[src/rtl/core/vts_pkg.sv]
`timescale 1ns / 1ps
// ----------------------------------------------------------------------------
// Vorticity transport stencil package
// Shared widths, codes, command and status types and saturation helper.
// ----------------------------------------------------------------------------
package vts_pkg;

    localparam int VAL_W    = 40;
    localparam int SCALE_W  = 32;
    localparam int COEF_W   = 32;
    localparam int MUL_W    = 44;
    localparam int PT_W     = 8;
    localparam int LN_W     = 10;
    localparam int ADDR_W   = PT_W + 1;
    localparam int CFG_IDX_W = 3;

    localparam logic [CFG_IDX_W-1:0] CFG_GRID_LINES   = 3'd0;
    localparam logic [CFG_IDX_W-1:0] CFG_LINE_POINTS  = 3'd1;
    localparam logic [CFG_IDX_W-1:0] CFG_ADV_COEF     = 3'd2;
    localparam logic [CFG_IDX_W-1:0] CFG_DIFF_LINE    = 3'd3;
    localparam logic [CFG_IDX_W-1:0] CFG_DIFF_POINT   = 3'd4;

    localparam logic signed [VAL_W-1:0] MAX40 = {1'b0, {(VAL_W-1){1'b1}}};
    localparam logic signed [VAL_W-1:0] MIN40 = {1'b1, {(VAL_W-1){1'b0}}};

    typedef enum logic [1:0] {
        RD_NEXT,
        RD_PREV,
        RD_OLD,
        RD_CENTER
    } rd_t;

    typedef enum logic [2:0] {
        OP_J1,
        OP_J2,
        OP_ADV,
        OP_DL,
        OP_DP,
        OP_INCR
    } op_t;

    typedef enum logic [1:0] {
        SHIFT_16,
        SHIFT_20,
        SHIFT_30
    } shift_t;

    typedef struct packed {
        logic take;
        logic rd_en;
        rd_t  rd_sel;
        logic cap_en;
        rd_t  cap_sel;
        logic mul_start;
        logic mul_store;
        op_t  mul_op;
        logic mem_write;
        logic load_out;
    } cmd_t;

    typedef struct packed {
        logic interior;
        logic mul_done;
        logic out_free;
    } status_t;

    // Clamp a wide signed value into the 40-bit signed range.
    function automatic logic signed [VAL_W-1:0] sat40(input logic signed [MUL_W-1:0] x);
        logic signed [VAL_W-1:0] r;
        if (x > MUL_W'(MAX40))
            r = MAX40;
        else if (x < MUL_W'(MIN40))
            r = MIN40;
        else
            r = x[VAL_W-1:0];
        return r;
    endfunction

endpackage

[src/rtl/core/vts_ctrl.sv]
`timescale 1ns / 1ps
// ----------------------------------------------------------------------------
// Vorticity transport controller
// Steps an interior item through buffer reads, six products, write, output.
// ----------------------------------------------------------------------------
module vts_ctrl (
    input  logic              clk,
    input  logic              rst_n,
    input  logic              in_valid,
    output logic              in_ready,
    input  vts_pkg::status_t  status,
    output vts_pkg::cmd_t     cmd
);
    import vts_pkg::*;

    typedef enum logic [3:0] {
        ST_IDLE,
        ST_CHECK,
        ST_RD_N,
        ST_RD_S,
        ST_RD_O,
        ST_RD_C,
        ST_CAP_C,
        ST_MUL_GO,
        ST_MUL_WAIT,
        ST_WRITE,
        ST_FIN
    } state_t;

    state_t state_reg, state_next;
    op_t    op_reg, op_next;

    // Next state and commands.
    always_comb
    begin
        state_next = state_reg;
        op_next    = op_reg;
        cmd        = '0;
        cmd.mul_op = op_reg;
        case (state_reg)
            ST_IDLE:
            begin
                if (in_valid)
                begin
                    cmd.take   = 1'b1;
                    state_next = ST_CHECK;
                end
            end
            ST_CHECK:
            begin
                state_next = status.interior ? ST_RD_N : ST_WRITE;
            end
            ST_RD_N:
            begin
                cmd.rd_en  = 1'b1;
                cmd.rd_sel = RD_NEXT;
                state_next = ST_RD_S;
            end
            ST_RD_S:
            begin
                cmd.rd_en   = 1'b1;
                cmd.rd_sel  = RD_PREV;
                cmd.cap_en  = 1'b1;
                cmd.cap_sel = RD_NEXT;
                state_next  = ST_RD_O;
            end
            ST_RD_O:
            begin
                cmd.rd_en   = 1'b1;
                cmd.rd_sel  = RD_OLD;
                cmd.cap_en  = 1'b1;
                cmd.cap_sel = RD_PREV;
                state_next  = ST_RD_C;
            end
            ST_RD_C:
            begin
                cmd.rd_en   = 1'b1;
                cmd.rd_sel  = RD_CENTER;
                cmd.cap_en  = 1'b1;
                cmd.cap_sel = RD_OLD;
                state_next  = ST_CAP_C;
            end
            ST_CAP_C:
            begin
                cmd.cap_en  = 1'b1;
                cmd.cap_sel = RD_CENTER;
                op_next     = OP_J1;
                state_next  = ST_MUL_GO;
            end
            ST_MUL_GO:
            begin
                cmd.mul_start = 1'b1;
                state_next    = ST_MUL_WAIT;
            end
            ST_MUL_WAIT:
            begin
                if (status.mul_done)
                begin
                    cmd.mul_store = 1'b1;
                    state_next    = ST_MUL_GO;
                    case (op_reg)
                        OP_J1:   op_next = OP_J2;
                        OP_J2:   op_next = OP_ADV;
                        OP_ADV:  op_next = OP_DL;
                        OP_DL:   op_next = OP_DP;
                        OP_DP:   op_next = OP_INCR;
                        default: state_next = ST_WRITE;
                    endcase
                end
            end
            ST_WRITE:
            begin
                cmd.mem_write = 1'b1;
                state_next    = status.interior ? ST_FIN : ST_IDLE;
            end
            ST_FIN:
            begin
                if (status.out_free)
                begin
                    cmd.load_out = 1'b1;
                    state_next   = ST_IDLE;
                end
            end
            default:
            begin
                state_next = ST_IDLE;
            end
        endcase
    end

    always_ff @(posedge clk or negedge rst_n)
    begin
        if (!rst_n)
        begin
            state_reg <= ST_IDLE;
            op_reg    <= OP_J1;
        end
        else
        begin
            state_reg <= state_next;
            op_reg    <= op_next;
        end
    end

    assign in_ready = (state_reg == ST_IDLE);

endmodule

[config.mk]
export PLATFORM = sky130hd
export DESIGN_NAME = vts_ctrl
export DESIGN_NICKNAME = d
export VERILOG_FILES = /design/src/rtl/core/vts_pkg.sv /design/src/rtl/core/vts_ctrl.sv
export SDC_FILE = /design/constraint.sdc
export NUM_CORES = 1
export LEC_CHECK = 0
export BUFFER_PORTS_ARGS = -buffer_cell sky130_fd_sc_hd__buf_4
export CORE_AREA = 2 2 41 43
export DETAILED_ROUTE_END_ITERATION = 8
export DIE_AREA = 0 0 43 45
export PLACE_DENSITY = 0.78
export SKIP_LAST_GASP = 1
export SLEW_MARGIN = 30
export SYNTH_ARGS = -nofsm -noshare
export SYNTH_HDL_FRONTEND = slang
export SYNTH_SLANG_ARGS = --single-unit
export TNS_END_PERCENT = 20
[constraint.sdc]
create_clock -name clk -period 1.3 [get_ports clk]
set_input_delay 0.325 -clock clk [delete_from_list [all_inputs] [get_ports clk]]
set_output_delay 0.325 -clock clk [all_outputs]
set_load 0.005 [all_outputs]
==> results of run 1 <==
## routing by layer
metal  vias up  part of all wire
met5         -                 0
li1        366                 -
met4         0             0.021
met3         6             0.038
met2        26              0.51
met1       376              0.43
## layout by cell type (no fill, tap or decap), drive strengths merged, types with 3 or more instances in the layout
master	instances
buf	53
nor2	12
nand2	7
dfrtp	7
a21oi	6
nand2b	5
clkbuf	4
nor2b	3
and2	3
o21ai	3
## metrics by stage
| stage | hold slack (ns) | worst slack [ns] |
|---|---|---|
| global placement | 0.137 | -0.179 |
| finish | 0.301 | -0.322 |
| CTS | 0.304 | -0.288 |
| floorplan | 0.0294 | -0.0373 |
| global route | 0.295 | -0.382 |
| detailed placement | 0.138 | -0.187 |
## power breakdown
group	internal [uW]	leakage, uW	total (uW)	switching, uW
clock	117	0.0000150	190	73.4
sequential	311	0.0000858	515	204
combinational	1030	0.000424	1740	712
total	1450	0.000524	2440	990
## cell families (layout without fill, tap and decap cells)
kind of cell / count (synthesis) / after routing
simple gates: 39 / 39
buf+inv: 5 / 59
flops: 7 / 7
compound gates: 19 / 19
xor+xnor: 3 / 3
## layout make-up
class | count | area (um2)
timing repair buffer | 54 | 430
fill | 108 | 384
clock buffer | 4 | 26.3
multi-input combinational | 61 | 427
sequential | 7 | 180
tap | 16 | 20.0
inverter | 1 | 3.75
## final timing paths
check	endpoint	start	depth (start not counted)
setup / recovery	cmd[5]	state_reg[1]	3
max in group asynchronous	state_reg[0]	rst_n	2
hold / removal	state_reg[1]	status[0]	2
min in group asynchronous	state_reg[2]	rst_n	2
setup reg to reg	op_reg[0]	state_reg[2]	7
hold reg to reg	op_reg[1]	op_reg[1]	2
## worst max-delay path: cells and delay by family (launching register included)
| family | cells | cell delay [ns] |
|---|---|---|
| flip-flops | 1 | 0.48 |
| buffers and inverters | 1 | 0.10 |
| AND/OR/NAND/NOR | 2 | 0.47 |
## what timing repair did
action                                  in CTS  in global routing
setup buffers                                9                  0
resized for setup                           11                 12
endpoints found under the hold margin        7                  0
hold buffers                                 1                  0
endpoints found under the setup margin      19                 19
pin swaps                                    0                  7
==> metrics.md, run 1 <==
| Metric | Value |
|---|---|
| Vias | around 770 |
| Synth Flop Type | dfrtp_1 |
| Initial Utilization | 0.399 |
| Root Driver | clkbuf_4 |
| P&R area growth vs syn | 85.3% |
| Clock-pin slew on the worst setup and hold paths | approximately 0.050 ns |
| Post-synth top area cell | dfrtp_1 |
| Initial antenna violation count | 0 |
| Total power | about 2400 uW |
| Critical path endpoint category | output port |
| Worst setup margin | -0.322 ns |
| Synth Register Bits | 7 |
| Skew-Pair Late Insertion Delay | ~0.24 ns |
| Maximum vdd ir drop | approximately 1.2 mV |
| Number of global-route vias before repair | between 700 and 800 |
| Mux contribution to synthesized area | 0 |
| Max_cap viols | 0 |
| CP required | just under 1 ns |
| Avg WL per Cell | 15.7 um |
| Largest net degree at the start of global routing | 10 |
| Yosys warning count | 0 |
| Final min period | approximately 1.6 ns |
| Crit path largest cell delay | between 0.4 and 0.5 ns |
| P_leak | 0.000524 uW |
| Post-DP HPWL | about 1.3 mm |
| 1st-iter DRT viols | 11 |
| Met1 GRT Util | 0.281 |
| Synth Area in Compound Gates | 0.228 |
| Setup_tns | -4.84 ns |
| Synth cell count leaders | nor2_1, dfrtp_1, nand2_1 |
| Post-DR vias/cell | roughly 5.4 |
| Seq/Total Area, Yosys | 0.299 |
| Tot GR Track Use | 0.238 |
| Core area | around 1500 um2 |
| Final core occ | 0.739 |
| Synth area leaders | dfrtp_1, nor2_1, nand2b_1 |
| Skew final | around 0.0027 ns |
| # setup viols final | 19 |
| Critical path class | flop to output port |
| Combinational family with the most area after synthesis | simple AND/OR/NAND/NOR gates |
| Post-Layout Cell Count | approximately 140 |
| Cells after synthesis | 73 |
| Power density over the cells | between 2000 and 2500 nW/um2 |
| H-tree levels | 1 |
| Synthesized net count | just under 80 |
| Crit-path slowest cell | dfrtp_2 |
| Post-synth EDFFs | 0 |
| Total CTS buffers | 3 |
| Rows | 14 |
| Worst rel slew slack | 0.810 |
| RSZ-0062 raised after global routing | true |
| Area of placed instances | 917 um2 |
| DRC viols | 0 |
| Placed Cells | roughly 130 |
| R2r setup slk | -0.30 ns |
| Busiest layer in global routing | met2 |
| GR Layer Usage met2 | 0.433 |
| Area share of the largest cell type after synthesis | 0.299 |
| Post-Layout Inst Area | 1090 um2 |
| CTS tree | yes |
| Max FFs per register | 4 |
| Global Route met3 Usage | 0.0360 |
| Routed Antenna Nets | 0 |
| Worst Setup Start Kind | flop |
| Status | finished with violations |
| Final max-slew violation count | 0 |
| Most frequent cell after synthesis | nor2_1 |
| Final Hold Viols | 0 |
| IO Count | 21 |
| Synthesized cell area | 587 um2 |
| Syn avg cell area | 8.04 um2 |
| First-pass GRT wire length | roughly 3.4 mm |
| Number of diodes | 0 |
| Width of the chip | roughly 43 um |
| Deepest clock path buffer count | 2 |
| Simple-Gate Fraction of Synth Area | 0.373 |
| Worst-path cell chain | nor4b_4 > and2_1 > buf_4 |
| Die height | approximately 45 um |
| WP data arrival | 1.30 ns |
| Worst min-delay path class | input port to flop |
| Distinct cells, synth | 31 |
| Placer Congestion | ~0.9 |
| I/O Buffers | 20 |
| Drt pass-1 iters | 4 |
| Period utilisation layout | 1.25 |
| Post-synthesis adder-cell area fraction | 0 |
| Clk sink count | 7 |
| Worst-margin pin slew | approximately 0.28 ns |
| Total global routing overflow | 0 |
| Total Die Area | approximately 1900 um2 |
| Failing checks | setup timing |
| Share of layout cells above drive strength 1 | 0.583 |
| Drt total wl | 2.25 mm |
| Worst-path maximum fanout | 7 |
| F_max | 0.617 GHz |
| Post-Synth XOR/XNOR Area | 0.0448 |
| Async S/R FF share, synth | 1.00 |
| NumNets Final | 134 |
No activity file was read; power rests on OpenSTA's default activity.
==> inputs of run 2 (changes only) <==
- CAP_MARGIN: not set -> 25
- CELL_PAD_IN_SITES_DETAIL_PLACEMENT: not set -> 1
- CELL_PAD_IN_SITES_GLOBAL_PLACEMENT: not set -> 2
- CORE_AREA: 2 2 41 43 -> 2 2 60 45
- DIE_AREA: 0 0 43 45 -> 0 0 62 47
- PLACE_DENSITY: 0.78 -> 0.83
- clock period: 1.3 -> 1.8 ns (I/O delays scaled with it)
==> run 2 against run 1 <==
The flow now finishes without violations. Combinational power is 51% lower. First-iteration DRC count fell by 55%. Clock skew increased by 0.0036 ns. Critical path depth increased by 1. Sequential share of layout area rose by 3.8 points. Sequential cell count is the same. Clock power fell by 18%. Clock-buffer cell count unchanged. Die area is 51% higher. Global-route usage shrank 11 points. Final area is 17% lower. Non-clock buffer count is 21 lower. Critical path type unchanged. Largest power group unchanged. Highest routed layer unchanged.
==> metrics.md, run 2 (synthesis gave the netlist of run 1 again) <==
| Metric | Value |
|---|---|
| Busiest layer in global routing | met2 |
| Final min period | around 1.8 ns |
| Area of the multi-input gates | between 300 and 400 um2 |
| WP data arrival | about 1.4 ns |
| Maximum vdd ir drop | roughly 0.38 mV |
| 1st-iter DRT viols | 5 |
| Number of global-route vias before repair | between 500 and 600 |
| Commonest non-fill, non-tap cell in the layout | buf_4 |
| Commonest non-fill, non-tap cells in the layout | buf_4, nor2_1, nand2_1 |
| Deepest clock path buffer count | 2 |
| Power density over the cells | 1560 nW/um2 |
| Rows | 15 |
| CP Buf/Inv Count | 2 |
| Worst Setup Start Kind | flop |
| CP required | 1.35 ns |
| Initial Utilization | 0.250 |
| Met1 GRT Util | 0.182 |
| Clock-pin slew on the worst setup and hold paths | 0.06 ns |
| Clk sink count | 7 |
| I/O Buffers | 20 |
| Width of the chip | about 62 um |
| Drt total wl | between 1.5 and 2 mm |
| Setup_tns | 0 ns |
| Worst min-delay path class | input port to flop |
| NumNets Final | roughly 110 |
| Area of placed instances | around 770 um2 |
| Avg WL per Cell | approximately 14 um |
| IO Count | 21 |
| Worst path depth | 4 |
| Initial antenna violation count | 0 |
| Placed Cells | ~130 |
| Final max-slew violation count | 0 |
| Critical path class | flop to output port |
| H-tree levels | 1 |
| Worst slack, placed | 0.115 ns |
| Final core occ | 0.383 |
| Crit-path slowest cell | dfrtp_2 |
| Max FFs per register | 4 |
| Post-Layout Inst Area | roughly 900 um2 |
| Drt pass-1 iters | 4 |
| Tot GR Track Use | 0.130 |
| # setup viols final | 0 |
| Final Hold Viols | 0 |
| Worst-path maximum fanout | 7 |
| Worst-path cell chain | buf_4 > nand2b_1 > a21oi_1 > buf_4 |
| Family with the most delay on the worst path | flip-flops |
| Skew final | 0.00628 ns |
| Total CTS buffers | 3 |
| GR Layer Usage met2 | 0.213 |
| Skew-Pair Late Insertion Delay | roughly 0.26 ns |
| Critical path endpoint category | output port |
| Root Driver | clkbuf_4 |
| Share of layout cells above drive strength 1 | 0.434 |
| Global Route met3 Usage | 0.00826 |
| Sequential cell area | between 150 and 200 um2 |
| CTS tree | yes |
| Largest net degree at the start of global routing | 17 |
| Die height | around 47 um |
| P&R area growth vs syn | 53.1% |
| Core area | between 2000 and 2500 um2 |
| Most frequent cell on the critical path | buf_4 |
| Worst-margin pin slew | around 0.36 ns |
| Number of diodes | 0 |
| P_leak | 0.000412 uW |
| Placer Congestion | between 0.7 and 0.8 |
| FILL cells | around 290 |
| F_max | approximately 0.56 GHz |
| First-pass GRT wire length | 2.72 mm |
| Status | finished, final reports clean |
| Post-DR vias/cell | roughly 4.8 |
| Post-DP HPWL | 1.30 mm |
| Worst-case reg-to-reg path depth | 6 |
| Worst rel slew slack | 0.756 |
| Worst setup margin | roughly 0.0045 ns |
| Post-Layout Cell Count | between 100 and 150 |
| Crit path largest cell delay | 0.50 ns |
| Total global routing overflow | 0 |
| Period utilisation layout | 0.997 |
| RSZ-0062 raised after global routing | true |
| Routed Antenna Nets | 0 |
| Hold Crit Depth | 2 |
| Vias | around 670 |
| Max_cap viols | 0 |
| Total Die Area | around 3000 um2 |
| DRC viols | 0 |
==> run 2: final cells by class <==
class / count / share of cell area
inverters: 1 / 0.00418
multi-input cells: 61 / 0.443
repair buffers: 33 / 0.273
well taps: 34 / 0.0474
clock buffers: 4 / 0.0292
flip-flops and latches: 7 / 0.203
==> run 2: stage by stage <==
stage,total power [uW],hold WS (ns)
4_1_cts,1270,0.397
3_5_place_dp,1060,0.267
3_3_place_gp,1020,0.267
6_report,1400,0.388
2_1_floorplan,782,0.154
5_1_grt,1510,0.395
==> run 2: what timing repair did <==
action	in CTS	in global routing
hold buffers	1	0
gates resized for setup	6	5
hold endpoints to repair	4	0
pin swaps	0	0
setup buffers	3	7
endpoints found under the setup margin	11	8
==> run 2: path summary, 6_finish.rpt <==
path,start,endpoint,slack [ns]
setup / recovery,state_reg[2],cmd[8],0.005
max in group asynchronous,rst_n,state_reg[2],1.13
hold reg to reg,op_reg[2],op_reg[2],0.61
setup reg to reg,state_reg[2],op_reg[1],0.12
hold / removal,status[0],state_reg[1],0.39
min in group asynchronous,rst_n,state_reg[3],0.53
==> run 2: metal layers <==
metal | vias up | routed length, um
li1 | 323 | -
met1 | 322 | 971
met2 | 18 | 936
met3 | 2 | 59
met4 | 0 | 16
met5 | - | 0
==> run 2: power by group <==
part | total (uW) | internal (uW) | switching (uW)
combinational | 854 | 465 | 388
sequential | 388 | 229 | 159
clock | 156 | 85.4 | 70.4
==> inputs of run 3 (changes only) <==
- ABC_AREA: not set -> 1
- CORE_AREA: 2 2 60 45 -> 2 2 64 48
- DIE_AREA: 0 0 62 47 -> 0 0 66 50
- PLACE_DENSITY: 0.83 -> 0.82
- SKIP_LAST_GASP: 1 -> not set
==> run 3 against run 2 <==
Global-route usage down 0.56 points. Via count increased by 3.5%. Clock-buffer cell count did not move. Sequential power decreased by 17%. Worst hold slack lost 0.36 ns. First-iteration DRC count rose to 3.4 times the previous value. Critical path type unchanged. Largest cell class unchanged.
==> metrics.md, run 3 <==
| Metric | Value |
|---|---|
| Most frequent cell on the critical path | nand2_1 |
| Critical path endpoint category | output port |
| Synth area leaders | dfrtp_1, nand2_1, nor2_1 |
| NumNets Final | about 130 |
| Worst Setup Start Kind | flop |
| Post-DP HPWL | ~1.6 mm |
| Root Driver | clkbuf_8 |
| Area share of the largest cell type after synthesis | 0.295 |
| Skew final | roughly 0.00014 ns |
| Drt pass-1 iters | 3 |
| Clock-pin slew on the worst setup and hold paths | approximately 0.04 ns |
| Yosys warning count | 0 |
| Power density over the cells | 1410 nW/um2 |
| WP data arrival | between 1 and 1.5 ns |
| Post-Layout Inst Area | about 870 um2 |
| CTS tree | yes |
| Max_cap viols | 0 |
| Drt total wl | between 1.5 and 2 mm |
| R2r setup slk | ~0.40 ns |
| Commonest non-fill, non-tap cells in the layout | nand2_1, buf_4, nor2_1 |
| Area of placed instances | between 700 and 800 um2 |
| CP Buf/Inv Count | 4 |
| IO Count | 21 |
| Final Hold Viols | 0 |
| P&R area growth vs syn | 46.0% |
| Max FFs per register | 4 |
| RSZ-0062 raised after global routing | true |
| Maximum vdd ir drop | 0.523 mV |
| Avg WL per Cell | approximately 12 um |
| Total CTS buffers | 3 |
| Synthesized net count | ~110 |
| Internal power | about 650 uW |
| Worst-case reg-to-reg path depth | 8 |
| I/O Buffers | 20 |
| Die height | ~50 um |
| Status | finished, final reports clean |
| Post-synth EDFFs | 0 |
| Period utilisation layout | 0.971 |
| Crit-path slowest cell | dfrtp_2 |
| Post-DR vias/cell | about 4.2 |
| Syn avg cell area | slightly below 6 um2 |
| Sw frac | 0.467 |
| Clock power share | 0.179 |
| Async S/R FF share, synth | 1.00 |
| DRC viols | 0 |
| Sw power | 571 uW |
| Initial antenna violation count | 0 |
| Reg power frac | 0.262 |
| Placer Congestion | slightly below 0.9 |
| Tot GR Track Use | 0.125 |
| Routed Antenna Nets | 0 |
| Logic pwr share | 0.559 |
| Largest net degree at the start of global routing | 8 |
| Total Die Area | roughly 3300 um2 |
| Final max-slew violation count | 0 |
| Distinct cells, synth | 15 |
| Clk sink count | 7 |
| Cells after synthesis | just over 100 |
| Core area | about 2700 um2 |
| Commonest non-fill, non-tap cell in the layout | nand2_1 |
| Setup_tns | 0 ns |
| Seq/Total Area, Yosys | 0.295 |
| 1st-iter DRT viols | 17 |
| Rows | 16 |
| Most frequent cell after synthesis | nand2_1 |
| Final min period | 1.75 ns |
| Deepest clock path buffer count | 2 |
| # setup viols final | 0 |
| Post-synth top area cell | dfrtp_1 |
| Initial Utilization | 0.221 |
| F_max | around 0.57 GHz |
| Worst-margin pin slew | ~0.28 ns |
| Synth cell count leaders | nand2_1, nor2_1, inv_1 |
| Worst-path maximum fanout | 5 |
| Skew-Pair Late Insertion Delay | 0.23 ns |
| Number of diodes | 0 |
| RR Endpoint | state_reg[3] |
| Sequential cell area | 180 um2 |
| Worst min-delay path class | input port to asynchronous set/reset pin |
| Critical R2R Launch | state_reg[3] |
| Synth Register Bits | 7 |
| CP required | 1.35 ns |
| FILL cells | approximately 370 |
| P_leak | roughly 0.00049 uW |
| Worst rel slew slack | 0.813 |
| Worst-path cell chain | inv_4 > nand2_4 > inv_2 > nand2_1 > nand2_1 > inv_1 > o21ai_0 > buf_4 |
| Hold buffers post-CTS | 0 |
| Number of global-route vias before repair | between 600 and 700 |
| Share of layout cells above drive strength 1 | 0.373 |
| Total global routing overflow | 0 |
| Family with the most delay on the worst path | flip-flops |
| Synth Flop Type | dfrtp_1 |
| H-tree levels | 1 |
| First-pass GRT wire length | ~3.0 mm |
| Vias | roughly 690 |
| Critical path class | flop to output port |
| Synthesized cell area | slightly below 600 um2 |
| Width of the chip | 66 um |
| Crit path largest cell delay | between 0.4 and 0.5 ns |
| Area of the multi-input gates | 372 um2 |
-- run 3: changes by cell type after synthesis, sizes merged, moves of 3 or more --
cell    previous run  this run
a21oi              6         1
and2               3         0
buf                4         0
inv                1        17
nand2              7        33
nand2b             5         0
nand3              2        10
nor2              12        25
nor2b              3         0
-- run 3: worst max-delay path by stage --
| stage | startpoint | end | cells after the start |
|---|---|---|---|
| finish | state_reg[3] | cmd[12] | 8 |
| global route | state_reg[3] | cmd[12] | 8 |
| CTS | state_reg[1] | cmd[8] | 6 |
| detailed placement | state_reg[3] | cmd[12] | 8 |
| global placement | state_reg[3] | cmd[12] | 8 |
| floorplan | state_reg[2] | cmd[12] | 5 |
-- run 3: logic make-up (layout without fill, tap and decap cells) --
family / count (synthesis) / after routing / share of synthesized area
AOI/OAI and AO/OA: 7 / 7 / 0.0612
DFF: 7 / 7 / 0.295
and+or+nand+nor: 70 / 70 / 0.536
buffers and inverters: 17 / 42 / 0.108
-- run 3: worst register-to-register path, cell delays in order (launching register included) --
cell and delay [ns]:
dfrtp_2 0.42, inv_4 0.06, buf_4 0.14, nor2_4 0.14, nand3_2 0.16, nand2_1 0.12
nor2_2 0.05, o21ai_0 0.09, nand2_1 0.09
-- run 3: layer usage --
layer / wire [um] / up-vias / GRT usage
li1: - / 360 / -
met1: 933 / 313 / 0.170
met2: 903 / 11 / 0.184
met3: 56 / 4 / 0.00913
met4: 54 / 0 / 0.0918
met5: 0 / - / 0
-- run 3: power groups by stage --
stage               registers [uW]  logic (uW)  clock network (uW)
floorplan                      274         392                   0
global placement               295         649                   0
detailed placement             299         655                   0
CTS                            302         672                 225
global route                   327         769                 236
finish                         321         684                 219
-- run 3: cell type report --
type                    count  area share
multi-input cells          77       0.429
repair buffers             21       0.182
flip-flops and latches      7       0.208
inverters                  17      0.0766
well taps                  36      0.0520
clock buffers               4      0.0520
-- run 3: through the flow --
| stage | power (uW) | cells | setup WS, ns | hold WS [ns] | utilization |
|---|---|---|---|---|---|
| 2_1_floorplan | 666 | 101 | 0.412 | 0.154 | - |
| 3_3_place_gp | 944 | 157 | 0.225 | 0.268 | 0.294 |
| 3_5_place_dp | 954 | 157 | 0.174 | 0.269 | 0.294 |
| 4_1_cts | 1200 | 162 | 0.00372 | 0.0281 | 0.315 |
| 5_1_grt | 1330 | 162 | -0.0250 | 0.0250 | 0.323 |
| 6_report | 1220 | 162 | 0.0519 | 0.0276 | 0.323 |
-- run 3: repair_timing --
item | 4_1_cts | 5_1_grt
buffers inserted | 1 | 0
endpoints found under the setup margin | 2 | 5
pin swaps | 1 | 1
resized for setup | 3 | 9
